File: src/sv/m68kie_pkg.sv
// Shared types and constants for the 68000 interrupt and exception entry unit.
`timescale 1ns / 1ps
`default_nettype none

package m68kie_pkg;

    // Action codes of an input item
    localparam logic [2:0] ACT_RAISE_EXT   = 3'd0;
    localparam logic [2:0] ACT_RAISE_INPUT = 3'd1;
    localparam logic [2:0] ACT_RAISE_LEVEL = 3'd2;
    localparam logic [2:0] ACT_SAFEPOINT   = 3'd3;
    localparam logic [2:0] ACT_EXCEPTION   = 3'd4;
    localparam logic [2:0] ACT_WRITE_SR    = 3'd5;
    localparam logic [2:0] ACT_STOP        = 3'd6;

    localparam logic [3:0] SHORT_WRITES = 4'd3;
    localparam logic [3:0] LONG_WRITES  = 4'd13;
    localparam logic [15:0] FORMAT_LONG = 16'hF000;

    typedef enum logic [1:0] {
        FRAME_NONE,
        FRAME_SHORT,
        FRAME_LONG
    } frame_kind_t;

    typedef enum logic [2:0] {
        SEL_ZERO,
        SEL_OPCODE,
        SEL_FAULT,
        SEL_FORMAT,
        SEL_VOFF,
        SEL_PC,
        SEL_SR
    } data_sel_t;

    typedef struct packed {
        logic [2:0]  action;
        logic [2:0]  irq_level;
        logic [1:0]  onchip_input;
        logic [7:0]  vector_number;
        logic [15:0] current_sr;
        logic [15:0] new_sr_value;
        logic [31:0] stacked_pc;
        logic [31:0] active_stack_pointer;
        logic [31:0] fault_address;
        logic [15:0] fault_opcode;
        logic        delivery_enable;
    } item_t;

    typedef struct packed {
        logic        last;
        logic        is_write;
        logic [31:0] write_address;
        logic [31:0] write_data;
        logic        write_is_long;
        logic        exception_taken;
        logic [7:0]  vector_out;
        logic [15:0] sr_out;
        logic [31:0] stack_pointer_out;
        logic        halted_out;
        logic [2:0]  pending_level_out;
        logic [7:0]  exception_cycles;
    } result_t;

    // Work handed from the front to the back sequencer
    typedef struct packed {
        frame_kind_t kind;
        logic [7:0]  vector;
        logic [31:0] pc;
        logic [15:0] old_sr;
        logic [15:0] opcode;
        logic [31:0] fault;
        logic [31:0] sp_start;
        logic        taken;
        logic [15:0] sr_out;
        logic [31:0] sp_out;
        logic        halted;
        logic [2:0]  pending;
        logic [7:0]  cycles;
    } job_t;

endpackage

`default_nettype wire

File: src/sv/m68k_interrupt_exception_entry_unit.sv
// Top level of the 68000 interrupt and exception entry unit.
//
//  channel   direction  handshake              payload
//  s_        in         s_valid / s_ready      item_t   one action per beat
//  m_        out        m_valid / m_ready      result_t write or status beats
//  cfg_      in         cfg_valid / cfg_ready  8-bit on-chip level register
//
// Each item yields one status beat, preceded by 3 stack writes for a short
// frame or 13 for a long fault frame. The frame sequencer emits one beat per
// cycle from a registered output while a job is queued and m_ready is high.
// The front end accepts a new item every cycle while the job queue has room.
// Reset (aresetn low at a clock edge) clears the pending masks, stack shadows,
// STOP latch, level register, queue and output valid.
// m_ready low holds the output beat; the queue absorbs QUEUE_DEPTH items
// before s_ready drops. cfg_ready is always high.
`timescale 1ns / 1ps
`default_nettype none

module m68k_interrupt_exception_entry_unit import m68kie_pkg::*; #(
    parameter int QUEUE_DEPTH = 2
) (
    input  wire logic       aclk,
    input  wire logic       aresetn,
    input  wire logic       s_valid,
    output logic            s_ready,
    input  wire item_t      s_data,
    output logic            m_valid,
    input  wire logic       m_ready,
    output result_t         m_data,
    input  wire logic       cfg_valid,
    output logic            cfg_ready,
    input  wire logic [7:0] cfg_data
);

    logic q_ready;
    logic q_push;
    job_t q_data;
    logic q_pop;
    logic head_valid;
    job_t head_data;

    m68kie_front u_front (
        .aclk      (aclk),
        .aresetn   (aresetn),
        .s_valid   (s_valid),
        .s_ready   (s_ready),
        .s_data    (s_data),
        .cfg_valid (cfg_valid),
        .cfg_ready (cfg_ready),
        .cfg_data  (cfg_data),
        .q_ready   (q_ready),
        .q_push    (q_push),
        .q_data    (q_data)
    );

    m68kie_queue #(
        .DEPTH (QUEUE_DEPTH)
    ) u_queue (
        .aclk       (aclk),
        .aresetn    (aresetn),
        .push       (q_push),
        .push_ready (q_ready),
        .push_data  (q_data),
        .pop        (q_pop),
        .head_valid (head_valid),
        .head_data  (head_data)
    );

    m68kie_back u_back (
        .aclk       (aclk),
        .aresetn    (aresetn),
        .head_valid (head_valid),
        .head_data  (head_data),
        .pop        (q_pop),
        .m_valid    (m_valid),
        .m_ready    (m_ready),
        .m_data     (m_data)
    );

endmodule

`default_nettype wire

File: src/sv/m68kie_front.sv
// Front end: accepts items, keeps pending masks, stack shadows and STOP latch.
`timescale 1ns / 1ps
`default_nettype none

module m68kie_front import m68kie_pkg::*; (
    input  wire logic       aclk,
    input  wire logic       aresetn,
    input  wire logic       s_valid,
    output logic            s_ready,
    input  wire item_t      s_data,
    input  wire logic       cfg_valid,
    output logic            cfg_ready,
    input  wire logic [7:0] cfg_data,
    input  wire logic       q_ready,
    output logic            q_push,
    output job_t            q_data
);

    localparam logic [1:0] SRC_ONE         = 2'd1;
    localparam logic [1:0] SRC_TWO         = 2'd2;
    localparam logic [7:0] VEC_BUS_ERROR   = 8'd2;
    localparam logic [7:0] VEC_ADDR_ERROR  = 8'd3;
    localparam logic [7:0] AUTOVEC_EXT     = 8'd24;
    localparam logic [7:0] AUTOVEC_ONCHIP  = 8'd56;
    localparam logic [7:0] CYCLES_IRQ      = 8'd65;
    localparam logic [7:0] CYCLES_FAULT    = 8'd158;
    localparam logic [2:0] LEVEL_NMI       = 3'd7;
    localparam int         SR_S_BIT        = 13;
    localparam logic [31:0] SHORT_BYTES    = 32'd8;
    localparam logic [31:0] LONG_BYTES     = 32'd34;

    logic [7:0]  ext_reg, ext_next;
    logic [7:0]  onc_reg, onc_next;
    logic [31:0] usp_reg, usp_next;
    logic [31:0] ssp_reg, ssp_next;
    logic        stop_reg, stop_next;
    logic [7:0]  lvl_sel_reg;

    logic        accept;
    logic [2:0]  src_level;
    logic [2:0]  cur_top;
    logic        cur_onc;
    logic        take_irq;
    logic        frame_go;
    logic        frame_long;
    logic [7:0]  vec;
    logic [31:0] sp_start;

    function automatic logic [2:0] top_level(input logic [7:0] mask);
        logic [2:0] lv;
        lv = 3'd0;
        for (int i = 1; i < 8; i++) begin
            if (mask[i]) begin
                lv = 3'(i);
            end
        end
        return lv;
    endfunction

    assign s_ready   = q_ready;
    assign cfg_ready = 1'b1;
    assign accept    = s_valid && s_ready;
    assign q_push    = accept;

    assign cur_top  = top_level(ext_reg | onc_reg);
    assign cur_onc  = onc_reg[cur_top];
    assign take_irq = (cur_top != 3'd0) &&
                      ((cur_top == LEVEL_NMI) || (cur_top > s_data.current_sr[10:8])) &&
                      s_data.delivery_enable;

    always_comb begin
        ext_next   = ext_reg;
        onc_next   = onc_reg;
        usp_next   = usp_reg;
        ssp_next   = ssp_reg;
        stop_next  = stop_reg;
        frame_go   = 1'b0;
        frame_long = 1'b0;
        vec        = 8'd0;
        src_level  = 3'd0;
        sp_start   = s_data.active_stack_pointer;

        q_data.kind     = FRAME_NONE;
        q_data.vector   = 8'd0;
        q_data.pc       = s_data.stacked_pc;
        q_data.old_sr   = s_data.current_sr;
        q_data.opcode   = s_data.fault_opcode;
        q_data.fault    = s_data.fault_address;
        q_data.sp_start = s_data.active_stack_pointer;
        q_data.taken    = 1'b0;
        q_data.sr_out   = s_data.current_sr;
        q_data.sp_out   = s_data.active_stack_pointer;
        q_data.halted   = 1'b0;
        q_data.pending  = 3'd0;
        q_data.cycles   = 8'd0;

        case (s_data.action)
            ACT_RAISE_EXT: begin
                ext_next = ext_reg | (8'd1 << s_data.irq_level);
            end
            ACT_RAISE_INPUT: begin
                if (s_data.onchip_input == SRC_ONE) begin
                    src_level = lvl_sel_reg[6:4];
                end else if (s_data.onchip_input == SRC_TWO) begin
                    src_level = lvl_sel_reg[2:0];
                end
                if (src_level != 3'd0) begin
                    onc_next = onc_reg | (8'd1 << src_level);
                end
            end
            ACT_RAISE_LEVEL: begin
                if (s_data.irq_level != 3'd0) begin
                    onc_next = onc_reg | (8'd1 << s_data.irq_level);
                end
            end
            ACT_SAFEPOINT: begin
                if (take_irq) begin
                    // on-chip source wins a tie at the same level
                    if (cur_onc) begin
                        onc_next[cur_top] = 1'b0;
                        vec = AUTOVEC_ONCHIP + {5'd0, cur_top};
                    end else begin
                        ext_next[cur_top] = 1'b0;
                        vec = AUTOVEC_EXT + {5'd0, cur_top};
                    end
                    stop_next     = 1'b0;
                    frame_go      = 1'b1;
                    q_data.cycles = CYCLES_IRQ;
                end
            end
            ACT_EXCEPTION: begin
                vec        = s_data.vector_number;
                frame_go   = 1'b1;
                frame_long = (vec == VEC_BUS_ERROR) || (vec == VEC_ADDR_ERROR);
                q_data.cycles = frame_long ? CYCLES_FAULT : 8'd0;
            end
            ACT_WRITE_SR, ACT_STOP: begin
                // swap A7 with the shadow when S flips
                if (s_data.current_sr[SR_S_BIT] != s_data.new_sr_value[SR_S_BIT]) begin
                    if (s_data.current_sr[SR_S_BIT]) begin
                        ssp_next = s_data.active_stack_pointer;
                        sp_start = usp_reg;
                    end else begin
                        usp_next = s_data.active_stack_pointer;
                        sp_start = ssp_reg;
                    end
                end
                q_data.sr_out = s_data.new_sr_value;
                q_data.sp_out = sp_start;
                if (s_data.action == ACT_STOP) begin
                    stop_next = 1'b1;
                end
            end
            default: begin
            end
        endcase

        if (frame_go) begin
            // enter supervisor: swap stacks if coming from user mode
            if (!s_data.current_sr[SR_S_BIT]) begin
                usp_next = s_data.active_stack_pointer;
                sp_start = ssp_reg;
            end
            q_data.kind             = frame_long ? FRAME_LONG : FRAME_SHORT;
            q_data.vector           = vec;
            q_data.sp_start         = sp_start;
            q_data.sp_out           = sp_start - (frame_long ? LONG_BYTES : SHORT_BYTES);
            q_data.taken            = 1'b1;
            q_data.sr_out           = s_data.current_sr;
            q_data.sr_out[SR_S_BIT] = 1'b1;
        end

        q_data.halted  = stop_next;
        q_data.pending = top_level(ext_next | onc_next);
    end

    always_ff @(posedge aclk) begin
        if (!aresetn) begin
            ext_reg     <= 8'd0;
            onc_reg     <= 8'd0;
            usp_reg     <= 32'd0;
            ssp_reg     <= 32'd0;
            stop_reg    <= 1'b0;
            lvl_sel_reg <= 8'd0;
        end else begin
            if (accept) begin
                ext_reg  <= ext_next;
                onc_reg  <= onc_next;
                usp_reg  <= usp_next;
                ssp_reg  <= ssp_next;
                stop_reg <= stop_next;
            end
            if (cfg_valid && cfg_ready) begin
                lvl_sel_reg <= cfg_data;
            end
        end
    end

endmodule

`default_nettype wire

File: src/sv/m68kie_queue.sv
// Small job queue between the front end and the frame sequencer.
`timescale 1ns / 1ps
`default_nettype none

module m68kie_queue import m68kie_pkg::*; #(
    parameter int DEPTH = 2
) (
    input  wire logic aclk,
    input  wire logic aresetn,
    input  wire logic push,
    output logic      push_ready,
    input  wire job_t push_data,
    input  wire logic pop,
    output logic      head_valid,
    output job_t      head_data
);

    localparam int PTR_W = $clog2(DEPTH);
    localparam int CNT_W = $clog2(DEPTH + 1);

    job_t             mem [DEPTH];
    logic [PTR_W-1:0] wr_ptr_reg;
    logic [PTR_W-1:0] rd_ptr_reg;
    logic [CNT_W-1:0] count_reg;

    assign push_ready = (count_reg != CNT_W'(DEPTH));
    assign head_valid = (count_reg != '0);
    assign head_data  = mem[rd_ptr_reg];

    always_ff @(posedge aclk) begin
        if (push) begin
            mem[wr_ptr_reg] <= push_data;
        end
    end

    always_ff @(posedge aclk) begin
        if (!aresetn) begin
            wr_ptr_reg <= '0;
            rd_ptr_reg <= '0;
            count_reg  <= '0;
        end else begin
            if (push) begin
                wr_ptr_reg <= (wr_ptr_reg == PTR_W'(DEPTH - 1)) ? '0 : wr_ptr_reg + 1'b1;
            end
            if (pop) begin
                rd_ptr_reg <= (rd_ptr_reg == PTR_W'(DEPTH - 1)) ? '0 : rd_ptr_reg + 1'b1;
            end
            if (push && !pop) begin
                count_reg <= count_reg + 1'b1;
            end else if (pop && !push) begin
                count_reg <= count_reg - 1'b1;
            end
        end
    end

endmodule

`default_nettype wire

File: src/sv/m68kie_back.sv
// Frame sequencer: emits the stack write beats of a job, then its status beat.
`timescale 1ns / 1ps
`default_nettype none

module m68kie_back import m68kie_pkg::*; (
    input  wire logic aclk,
    input  wire logic aresetn,
    input  wire logic head_valid,
    input  wire job_t head_data,
    output logic      pop,
    output logic      m_valid,
    input  wire logic m_ready,
    output result_t   m_data
);

    typedef struct packed {
        data_sel_t sel;
        logic      is_long;
    } step_t;

    logic [3:0]  step_reg;
    logic [31:0] addr_reg;
    logic        m_valid_reg;
    result_t     m_data_reg;

    logic [3:0]  n_writes;
    logic        load;
    logic        is_status;
    step_t       fs;
    logic [31:0] base;
    logic [31:0] waddr;
    logic [31:0] wdata;
    result_t     beat;

    function automatic step_t frame_step(input logic long_frame, input logic [3:0] idx);
        step_t s;
        s = '{sel: SEL_SR, is_long: 1'b0};
        if (long_frame) begin
            case (idx)
                4'd0:    s = '{sel: SEL_ZERO,   is_long: 1'b0};
                4'd1:    s = '{sel: SEL_OPCODE, is_long: 1'b0};
                4'd2:    s = '{sel: SEL_OPCODE, is_long: 1'b0};
                4'd3:    s = '{sel: SEL_ZERO,   is_long: 1'b1};
                4'd4:    s = '{sel: SEL_FAULT,  is_long: 1'b1};
                4'd5:    s = '{sel: SEL_ZERO,   is_long: 1'b1};
                4'd6:    s = '{sel: SEL_ZERO,   is_long: 1'b0};
                4'd7:    s = '{sel: SEL_ZERO,   is_long: 1'b0};
                4'd8:    s = '{sel: SEL_ZERO,   is_long: 1'b0};
                4'd9:    s = '{sel: SEL_ZERO,   is_long: 1'b0};
                4'd10:   s = '{sel: SEL_FORMAT, is_long: 1'b0};
                4'd11:   s = '{sel: SEL_PC,     is_long: 1'b1};
                default: s = '{sel: SEL_SR,     is_long: 1'b0};
            endcase
        end else begin
            case (idx)
                4'd0:    s = '{sel: SEL_VOFF, is_long: 1'b0};
                4'd1:    s = '{sel: SEL_PC,   is_long: 1'b1};
                default: s = '{sel: SEL_SR,   is_long: 1'b0};
            endcase
        end
        return s;
    endfunction

    always_comb begin
        case (head_data.kind)
            FRAME_LONG:  n_writes = LONG_WRITES;
            FRAME_SHORT: n_writes = SHORT_WRITES;
            default:     n_writes = 4'd0;
        endcase
    end

    assign load      = head_valid && (!m_valid_reg || m_ready);
    assign is_status = (step_reg == n_writes);
    assign pop       = load && is_status;
    assign fs        = frame_step(head_data.kind == FRAME_LONG, step_reg);
    assign base      = (step_reg == 4'd0) ? head_data.sp_start : addr_reg;
    // predecrement the stack pointer by the beat's size
    assign waddr     = base - (fs.is_long ? 32'd4 : 32'd2);

    always_comb begin
        case (fs.sel)
            SEL_ZERO:   wdata = 32'd0;
            SEL_OPCODE: wdata = {16'd0, head_data.opcode};
            SEL_FAULT:  wdata = head_data.fault;
            SEL_FORMAT: wdata = {16'd0, FORMAT_LONG | {6'd0, head_data.vector, 2'b00}};
            SEL_VOFF:   wdata = {22'd0, head_data.vector, 2'b00};
            SEL_PC:     wdata = head_data.pc;
            SEL_SR:     wdata = {16'd0, head_data.old_sr};
            default:    wdata = 32'd0;
        endcase
    end

    always_comb begin
        beat = '0;
        if (is_status) begin
            beat.last              = 1'b1;
            beat.exception_taken   = head_data.taken;
            beat.vector_out        = head_data.vector;
            beat.sr_out            = head_data.sr_out;
            beat.stack_pointer_out = head_data.sp_out;
            beat.halted_out        = head_data.halted;
            beat.pending_level_out = head_data.pending;
            beat.exception_cycles  = head_data.cycles;
        end else begin
            beat.is_write      = 1'b1;
            beat.write_address = waddr;
            beat.write_data    = wdata;
            beat.write_is_long = fs.is_long;
        end
    end

    always_ff @(posedge aclk) begin
        if (load) begin
            m_data_reg <= beat;
            if (!is_status) begin
                addr_reg <= waddr;
            end
        end
    end

    always_ff @(posedge aclk) begin
        if (!aresetn) begin
            m_valid_reg <= 1'b0;
            step_reg    <= 4'd0;
        end else begin
            if (load) begin
                m_valid_reg <= 1'b1;
                step_reg    <= is_status ? 4'd0 : step_reg + 4'd1;
            end else if (m_ready) begin
                m_valid_reg <= 1'b0;
            end
        end
    end

    assign m_valid = m_valid_reg;
    assign m_data  = m_data_reg;

    a_step_bound: assert property (@(posedge aclk) disable iff (!aresetn)
        step_reg <= LONG_WRITES)
        else $error("frame step past the long frame");

    a_short_bound: assert property (@(posedge aclk) disable iff (!aresetn)
        (head_valid && head_data.kind == FRAME_SHORT) |-> step_reg <= SHORT_WRITES)
        else $error("short frame step out of range");

    a_job_held: assert property (@(posedge aclk) disable iff (!aresetn)
        (step_reg != 4'd0) |-> head_valid)
        else $error("frame in progress lost its job");

endmodule

`default_nettype wire

File: config.mk
export PLATFORM = sky130hd
export DESIGN_NAME = m68k_interrupt_exception_entry_unit
export DESIGN_NICKNAME = d
export VERILOG_FILES = /design/src/sv/m68kie_pkg.sv /design/src/sv/m68k_interrupt_exception_entry_unit.sv /design/src/sv/m68kie_front.sv /design/src/sv/m68kie_queue.sv /design/src/sv/m68kie_back.sv
export SDC_FILE = /design/constraint.sdc
export NUM_CORES = 1
export LEC_CHECK = 0
export BUFFER_PORTS_ARGS = -buffer_cell sky130_fd_sc_hd__buf_2
export CAP_MARGIN = 40
export CORE_UTILIZATION = 28
export DETAILED_ROUTE_END_ITERATION = 8
export GPL_TIMING_DRIVEN = 0
export PLACE_DENSITY = 0.52
export SYNTH_ARGS = -nofsm -noshare
export SYNTH_HDL_FRONTEND = slang
export SYNTH_SLANG_ARGS = --single-unit
File: constraint.sdc
create_clock -name aclk -period 10 [get_ports aclk]
set_clock_uncertainty 0.1 [all_clocks]
set_input_delay 1.5 -clock aclk [delete_from_list [all_inputs] [get_ports aclk]]
set_output_delay 1.5 -clock aclk [all_outputs]
set_load 0.02 [all_outputs]
Yosys cells after proc, flatten, opt, wreduce, memory -nomap -nowiden
Memory sizes are Yosys's and may differ from the RTL's. A register that Yosys moved wholly into a read port is not among the register bits. Cells that the tools add are included.

Bits in read-only memories: 64. Memories kept: 2. Output and inout bits: 139. Logic and storage cells: 174. Register bits after elaboration: 265. Bits in writable memories: 398. Bits of input ports: 174.

Shift operators: 2. $add $sub $neg: 9. Eq/ne operators: 23. Multiplexer cells: 77. Magnitude comparators: 3. Bitwise logic cells: 9. Reduce and logical (&&, ||, !) cells: 25.

Memories: u_queue.mem (depth 2, bits a word 199, rd ports 1, clocked after Yosys merged registers in 1, write ports 1, RTL line m68kie_queue.sv:21) `job_t mem [DEPTH];`; (name not given) (depth 16, bits a word 4, rd ports 1, clocked after Yosys merged registers in 1, write ports 0, RTL line m68kie_back.sv:39) `case (idx)`.

Operators by type and width (count): two-way mux 32 bit (11); one-hot mux 32 bit (6 select lines) (1); two-way mux 81 bit (1); two-way mux 8 bit (9); two-way mux 66 bit (1); subtractor 32 bit (2); two-way mux 48 bit (1); one-hot mux 8 bit (2 select lines) (3); OR 8 bit (5); two-way mux 3 bit (12); one-hot mux 8 bit (3 select lines) (1); == test 3 bit, second input constant (7); two-way mux 1 bit (17); bitwise AND 8 bit (2); == test 8 x 2 -> 1 bit, second input constant (2); two-way mux 4 bit (4); << shifter 1 x 3 -> 8 bit, first input constant (2); two-way mux 2 bit (7); == test 3 x 2 -> 1 bit, second input constant (4); two-way mux 10 bit (1); nonzero test 3 bit (3); logical AND 1 bit (8); inverter 8 bit (1); one-hot mux 4 bit (2 select lines) (1); 31 further kinds (42).

Depth between registers and ports, before layout
Gate-level depths: netlist of the first run.

Depth after elaboration: 25. Depth in mapped cells: 24. Mapped depth without buffers: 17.

Cells and area by module
From an unflattened synthesis of the first run, not the netlist that was laid out.

Cell total of the unflattened synthesis: 2568. Area total of the unflattened synthesis: 32008.2 µm².

Modules (own cells, without submodules): m68kie_queue (cells an instance 641, area an instance 14984.4 µm², times used 1, sequential area each 12051.6 µm²); m68kie_back (cells an instance 751, area an instance 8944.8 µm², times used 1, sequential area each 5225.0 µm²); m68kie_front (cells an instance 1176, area an instance 8079.0 µm², times used 1, sequential area each 1721.7 µm²).

Least setup slack after synthesis of the first run
Ideal clock, no wire load.

Path type: input to register. From: in s_valid. To: reg u_queue.wr_ptr_reg. Stages on the path: 4. Data required time: 9804 ps. Setup time: 96 ps. Arrival time: 10556 ps. Buffers on the path: 1. Setup slack: -752 ps. Cells stage by stage: nand2_1 clkbuf_1 nor2_1 o21a_1.

Cells in the longest elaborated chain, start to end: 1.

Ends and longest elaborated chain: start: declaration (RTL line m68k_interrupt_exception_entry_unit.sv:24) `input wire logic s_valid,`; logical AND 1 bit (RTL line m68kie_front.sv:62) `assign accept = s_valid && s_ready;`; end signal: assignment (RTL line m68kie_queue.sv:43) `wr_ptr_reg <= (wr_ptr_reg == PTR_W'(DEPTH - 1)) ? '0 : wr_ptr_reg + 1'b1;`; end: declaration (RTL line m68kie_queue.sv:22) `logic [PTR_W-1:0] wr_ptr_reg;`.

No other way between the ends. A chain may end at the register's enable or synchronous reset.

==> results of run 1 <==
-- cell families after synthesis --
group,synth area share
AO/OA/AOI/OAI,0.104
multiplexers,0.0806
other,0.000259
flip-flops,0.637
AND/OR/NAND/NOR,0.124
XOR/XNOR,0.0205
adder cells (fa/ha/maj),0.00890
buffers and inverters,0.0245
-- report_power, final --
group          total (mW)  switching, mW  internal (mW)  leakage (nW)
combinational        3.68           2.47           1.21          5.09
clock                2.75           1.15           1.60          1.18
sequential           4.02          0.196           3.82          6.00
-- metrics by stage --
stage                     std cells  TNS (ns)  worst slack [ns]
final                          4209         0              2.27
after global routing           4205         0              1.64
after CTS                      4202         0              2.04
after detailed placement       4065         0              2.05
after global placement         4029   -989.48             -5.93
after floorplan                2356         0             0.427
-- worst max-delay path: cells and delay by family, from the launching register on --
family | cells | cell delay, ns
buffers and inverters | 13 | 3.70
and+or+nand+nor | 4 | 1.25
AOI/OAI and AO/OA | 3 | 0.90
adders and majority gates | 2 | 0.54
muxes | 2 | 0.51
DFF | 1 | 0.31
xor gates and xnor gates | 1 | 0.16
-- metal layers --
layer / up-vias / global-route usage / wire, um
met5: - / 0.00463 / 241
met4: 30 / 0.0559 / 2400
met3: 153 / 0.0404 / 6370
met2: 615 / 0.279 / 43100
met1: 9944 / 0.226 / 40000
li1: 9525 / - / -
-- cell usage in the layout, fill, tap and decap left out, types with 11 or more instances in the layout --
cell type	instances
ha_1	19
buf_1	18
nor2b_1	38
clkinv_1	12
dfxtp_1	100
clkinv_2	12
inv_1	29
o21ai_0	102
nand3_1	28
edfxtp_1	548
xnor2_1	45
nor3_1	39
o22a_1	19
nor2_1	234
nor4_1	12
clkbuf_1	109
buf_2	327
mux2_2	41
o211ai_1	17
a31oi_1	21
a211oi_1	12
xor2_1	21
nand2_1	294
a21oi_1	80
clkbuf_16	74
mux2i_1	187
nand3b_1	13
nor3b_1	11
a21boi_0	69
o22ai_1	14
buf_4	14
and2_1	44
-- layout make-up --
cell class                      count  share of cell area
Clock inverter                     43              0.0144
Antenna cell                        7            0.000496
Inverter                           32             0.00340
Sequential cell                   648               0.523
Buffer                            139              0.0167
Clock buffer                       94              0.0548
Tap cell                         1368              0.0485
Timing Repair Buffer              341              0.0606
Multi-Input combinational cell   1537               0.278
-- path summary, 6_finish.rpt --
kind,startpoint,endpoint,slack [ns],cells after the start
max,register,u_back.m_data[126],2.27,25
min,u_front.ssp_reg[25],u_front.ssp_reg[25],0.36,2
min reg2reg,u_front.ssp_reg[25],u_front.ssp_reg[25],0.36,2
max reg2reg,register,u_back.m_data[126],2.27,25
==> metrics.txt, run 1 <==
Seq cells post-synth=648; crit-path most repeated cell=buf_2; Crit. End Element=register; DP Wirelength=67.5 mm; worst vdd ir=0.162 mV; largest net degree at the start of global routing=54; total wire length=92.1 mm; Die Y=324 um; RSZ-0062 raised after global routing=no; ys flop type=edfxtp_1; synthesized area=0.0290 sq mm; Synth cell types=89; period utilization=0.773; H-tree levels=3; Layout Utilization=0.346; DRC viols=0; most instantiated library cell after synthesis=edfxtp_1; Leak=12.3 nW; Port Buffers=305; CTS tree=done; CTS Hold Bufs=0; worst slew pin tran=0.936 ns; Yosys top cell area share=0.568; Tot Pwr=10.4 mW; Post-synth top cells=edfxtp_1, nand2_1, nor2_1; DR vias=20,300; Worst Path Required=10.28 ns; YS warnings=0; clock sink count=648; DR vias/cell=4.82; crit path time final=7.73 ns; syn avg cell area=12.3 sq um; hold slack=0.360 ns; Congestion Overflow GR=0; fin nets=2,967; top post-synthesis cells by area=edfxtp_1, dfxtp_1, mux2i_1; worst hold path type=register to register; first-pass GRT wire length=132 mm; antenna violations before repair=22; Yosys top cell by area=edfxtp_1; share of cells above drive strength 1=0.198; fill cell count=10,300; register area=0.0185 sq mm; count of final setup violators=0; total die area=0.105 sq mm; Setup crit start kind=register; postcts setup bufs=0; final instance area=0.0353 sq mm; Max Slew Vio Count=0; status=complete, no violations; CTS max path bufs=3; max reg flops=386; Final Hold Viols=0; area grow syn2layout=21.9%; Synth Instances=2,356; TritonCTS Buffers=74; Clock Pin Slew Worst Setup and Hold Paths=0.06 ns; post-cts sizing count=0; PwrDens=296 mW/mm^2; Site Rows=117; relative slew slack=0.371; Post-synth EDFFs=548; total core area=0.102 sq mm; max-cap check violation count=0; Post-synth ARST share=0; io pins=313; die width=324 um; Antenna Violating Nets Remaining=0; routed wire length per instance=21.9 um; area post-placement=0.0329 sq mm; GRT Total Usage=0.172; slowest cell on the critical path=buf_2; Seq/Total Area, Yosys=0.637; Mapped Nets=2,550; Starting Density=0.283; CP Class=register to register; DRT iter0 DRCs=1,496; critical path data arrival time=8.01 ns; vias in the first global route=19,700; drt first pass iters=5; Final Wtd Congestion=0.906; max incr delay on CP=0.44 ns; clock root buffer=clkbuf_16; fmax=129 MHz; Skew-Pair Late Insertion Delay=0.63 ns; Crit Path Max Fanout=10; footprint of the multi-input gates=0.00983 sq mm
Note: power is estimated with default switching activity, not from simulation.
==> run 2, diff against run 1 <==
Settings changed: PLACE_DENSITY 0.52 to 0.5.
Clock period 10 ns to 8 ns, I/O delays scaled along.
==> run 2 against run 1 <==
- cell count is essentially flat
- total power is 25% higher
- via count fell by 0.57%
- critical path type unchanged
- critical endpoint unchanged
==> metrics.txt, run 2 (same netlist as run 1, synthesis figures left out) <==
status=complete, no violations; Crit Path Max Fanout=10; first-pass GRT wire length=132 mm; Clock Pin Slew Worst Setup and Hold Paths=0.06 ns; largest net degree at the start of global routing=55; max reg flops=386; DR vias=20,200; Layout Utilization=0.346; Worst Hold Launch=u_front.ssp_reg[25]; P_sw=4.72 mW; Congestion Overflow GR=0; clock root buffer=clkbuf_16; DRT iter0 DRCs=1,398; Die Y=324 um; RSZ-0062 raised after global routing=no; Site Rows=117; vias in the first global route=19,700; most frequent cells in the layout=edfxtp_1, buf_2, nand2_1; Switching Share=0.360; TritonCTS Buffers=76; max-cap check violation count=0; Clock power frac=0.266; Skew-Pair Late Insertion Delay=0.63 ns; Tot Pwr=13.1 mW; Pint=8.38 mW; Final Wtd Congestion=0.917; r2r setup slk=0.54 ns; critical path data arrival time=7.74 ns; CTS max path bufs=3; total core area=0.102 sq mm; routed wire length per instance=21.8 um; area grow syn2layout=22.1%; most common library cell in the layout ignoring fill and taps=edfxtp_1; Setup crit start kind=register; CP Class=register to register; count of final setup violators=0; area post-placement=0.0329 sq mm; total wire length=91.8 mm; die width=324 um; H-tree levels=3; fill cell count=10,200; DP Wirelength=67.7 mm; register share of total power=0.383; period utilization=0.932; CTS tree=done; worst slew pin tran=0.850 ns; share of cells above drive strength 1=0.199; worst vdd ir=0.159 mV; DRC viols=0; drt first pass iters=7; crit path time final=7.46 ns; final instance area=0.0354 sq mm; Crit. End Element=register; Antenna Violating Nets Remaining=0; fin nets=2,973; post-cts sizing count=0; fmax=134 MHz; GRT Total Usage=0.172; CTS Hold Bufs=0; DR vias/cell=4.79; Worst Path Required=8.28 ns; Final Hold Viols=0; Starting Density=0.283; Max Slew Vio Count=0; io pins=313; worst hold path type=register to register; relative slew slack=0.434; Leak=12.3 nW; antenna violations before repair=17; Port Buffers=305; PwrDens=370 mW/mm^2; postcts setup bufs=0; power share of the combinational group=0.352; total die area=0.105 sq mm; clock sink count=648
==> run 2: changes by cell type in the layout (fill, tap and decap cells not counted), sizes merged <==
cell and delta:
diode -2, clkdlybuf4s15 +1, buf +1, clkinv -8, clkbuf +10
==> run 2: worst paths after layout <==
path,endpoint,cells past startpoint
worst max-delay path,u_back.m_data[126],25
worst min-delay path,u_front.ssp_reg[25],2
worst max register to register,u_back.m_data[126],25
worst min register to register,u_front.ssp_reg[25],2
==> run 2: area by class of cell <==
| type | count | area [sq um] | share of cell area |
|---|---|---|---|
| well taps | 1368 | 1710 | 0.0484 |
| diodes | 5 | 12.5 | 0.000354 |
| multi-input cells | 1537 | 9830 | 0.278 |
| repair buffers | 345 | 2150 | 0.0609 |
| clock inverters | 35 | 408 | 0.0115 |
| plain buffers | 139 | 594 | 0.0168 |
| flip-flops and latches | 648 | 18500 | 0.522 |
| clock buffers | 102 | 2070 | 0.0586 |
| inverters | 32 | 120 | 0.00340 |
==> run 2: layer usage <==
layer | vias up | track usage | part of all wire | wire (um)
met5 | - | 0 | 0.0017 | 155
met4 | 26 | 0.0529 | 0.026 | 2430
met3 | 157 | 0.0446 | 0.075 | 6920
met2 | 617 | 0.281 | 0.46 | 42500
met1 | 9824 | 0.223 | 0.43 | 39700
li1 | 9528 | - | - | -
==> run 2: power groups by stage <==
stage | Clock (mW) | Sequential, mW | Combinational (mW)
6_report | 3.48 | 5.01 | 4.60
5_1_grt | 3.71 | 5.08 | 5.03
4_1_cts | 3.59 | 5.02 | 4.72
3_5_place_dp | 0 | 5.08 | 4.71
3_3_place_gp | 0 | 5.27 | 4.43
2_1_floorplan | 0 | 5.58 | 2.28
==> run 2: stage by stage <==
stage,setup WS (ns),hold slack [ns],cells,TNS [ns]
3_5_place_dp,0.118,0.355,4069,0
2_1_floorplan,0.832,0.331,2356,0
3_3_place_gp,-3.63,0.348,4029,-1160.29
4_1_cts,0.110,0.363,4206,0
6_report,0.541,0.361,4211,0
5_1_grt,0.0292,0.384,4206,0
==> run 2: worst max-delay path: stages, from the launching register on <==
cell      delay, ns
dfxtp_1        0.30
clkbuf_2       0.17
buf_2          0.31
buf_2          0.35
buf_2          0.37
clkbuf_4       0.37
buf_2          0.38
clkbuf_4       0.37
buf_1          0.36
buf_8          0.21
mux2i_1        0.42
inv_1          0.09
ha_1           0.28
clkbuf_1       0.24
a21oi_2        0.31
ha_1           0.25
inv_1          0.05
a21oi_1        0.20
a21boi_1       0.31
nand4b_1       0.39
or2_2          0.42
clkbuf_1       0.20
nor4_1         0.27
xnor2_1        0.16
mux2i_1        0.12
and2_1         0.18
==> run 3, diff against run 2 <==
Settings changed: CORE_ASPECT_RATIO set to 0.8, PLACE_DENSITY 0.5 to unset, PLACE_DENSITY_LB_ADDON set to 0.08.
==> run 3 against run 2 <==
- setup slack improved by 0.062 ns
- routed wire length rose by 6.6%
- die area barely moved
- cell count fell by 0.57%
- core utilization barely moved
- critical endpoint is now u_back.m_data[133]
- highest routed layer unchanged
==> metrics.txt, run 3 (same netlist as run 1, synthesis figures left out) <==
Final Hold Viols=0; Crit. End Element=register; clock sink count=648; DP Wirelength=72.1 mm; largest net degree at the start of global routing=53; critical path data arrival time=7.68 ns; fin nets=2,977; worst hold path type=register to register; Leak=12.3 nW; CP Class=register to register; worst slew pin tran=0.911 ns; total die area=0.105 sq mm; share of cells above drive strength 1=0.200; Congestion Overflow GR=0; DRC viols=0; Die Y=290 um; Site Rows=105; drt first pass iters=6; RSZ-0062 raised after global routing=no; GRT Total Usage=0.184; status=complete, no violations; clock root buffer=clkbuf_16; die width=362 um; r2r setup slk=0.60 ns; most common library cell in the layout ignoring fill and taps=edfxtp_1; max reg flops=386; first-pass GRT wire length=141 mm; relative slew slack=0.386; DRT iter0 DRCs=1,451; DR vias/cell=4.87; CP endpoint=u_back.m_data[133]; total core area=0.102 sq mm; Final Wtd Congestion=0.898; TritonCTS Buffers=77; CTS max path bufs=3; Tot Pwr=13.2 mW; Clock Pin Slew Worst Setup and Hold Paths=0.06 ns; max-cap check violation count=0; Skew-Pair Late Insertion Delay=0.66 ns; antenna violations before repair=12; io pins=313; fill cell count=10,200; period utilization=0.925; Antenna Violating Nets Remaining=0; Post-Layout Cell Count=4,187; CTS tree=done; count of final setup violators=0; fmax=135 MHz; worst vdd ir=0.171 mV; R2R Path End=u_back.m_data[133]; total wire length=97.8 mm; DR vias=20,400; crit path time final=7.40 ns; H-tree levels=3; most frequent cells in the layout=edfxtp_1, buf_2, nand2_1; CTS Hold Bufs=0; Crit Path Max Fanout=10; r2r worst-path depth=24; PwrDens=374 mW/mm^2; area grow syn2layout=22.3%; Max Slew Vio Count=0; Placed Cells=4,036; routed wire length per instance=23.4 um; Setup crit start kind=register; Port Buffers=305; vias in the first global route=20,300; hold slack=0.358 ns; Worst Path Required=8.29 ns; Starting Density=0.283
[run 3: through the flow]
step | area [sq um] | setup slack [ns] | setup TNS, ns | utilization
2_1_floorplan | 29000 | 0.832 | 0 | -
3_3_place_gp | 32200 | -3.57 | -1167.21 | 0.314
3_5_place_dp | 32800 | -0.0651 | -0.128 | 0.320
4_1_cts | 35400 | 0.0761 | 0 | 0.345
5_1_grt | 35400 | 0.00174 | 0 | 0.346
6_report | 35400 | 0.604 | 0 | 0.346
[run 3: worst max-delay path: stages (launching register included)]
cell	delay [ns]
dfxtp_1	0.31
clkbuf_2	0.22
buf_2	0.30
buf_2	0.36
clkbuf_4	0.34
clkbuf_4	0.32
buf_2	0.33
clkbuf_4	0.36
buf_1	0.33
buf_8	0.21
mux2i_1	0.38
inv_1	0.08
ha_1	0.28
clkbuf_1	0.24
a21oi_2	0.33
ha_1	0.25
fa_1	0.23
o21ai_1	0.16
or3_1	0.42
buf_2	0.19
or2_1	0.34
or3_1	0.46
nor3_1	0.25
xnor2_1	0.12
and2_1	0.19
[run 3: what timing repair did]
item	in CTS	in global routing
gates resized for setup	1	3
setup endpoints to repair	4	14
pin swaps	0	1
setup buffers	0	3
endpoints found under the hold margin	0	0
[run 3: cell type report]
class / instances / area [sq um] / area share
well taps: 1337 / 1670 / 0.0472
flip-flops and latches: 648 / 18500 / 0.521
inverters: 32 / 120 / 0.00339
multi-input cells: 1537 / 9820 / 0.277
plain buffers: 139 / 597 / 0.0168
clock buffers: 102 / 2080 / 0.0588
clock inverters: 39 / 464 / 0.0131
diodes: 5 / 12.5 / 0.000353
repair buffers: 348 / 2190 / 0.0619
[run 3: worst min path at each step]
stage	startpoint	end	slack (ns)	cells past startpoint
after floorplan	register	register	0.33	1
after global placement	u_front.ssp_reg[13]	u_front.ssp_reg[13]	0.35	2
after detailed placement	register	register	0.35	1
after CTS	u_front.ssp_reg[1]	u_front.ssp_reg[1]	0.36	2
after global routing	register	register	0.38	1
final	register	register	0.36	1
[run 3: routing by layer]
layer / GRT usage / vias up / share of wire
met5: 0 / - / 0.00070
met4: 0.0469 / 10 / 0.021
met3: 0.0333 / 139 / 0.056
met2: 0.286 / 592 / 0.44
met1: 0.264 / 10100 / 0.48
li1: - / 9557 / -
[run 3: power breakdown]
| group | switching, mW | internal (mW) | total, mW |
|---|---|---|---|
| clock | 1.46 | 2.11 | 3.57 |
| sequential | 0.238 | 4.78 | 5.02 |
| combinational | 3.14 | 1.51 | 4.66 |
| total | 4.84 | 8.40 | 13.2 |
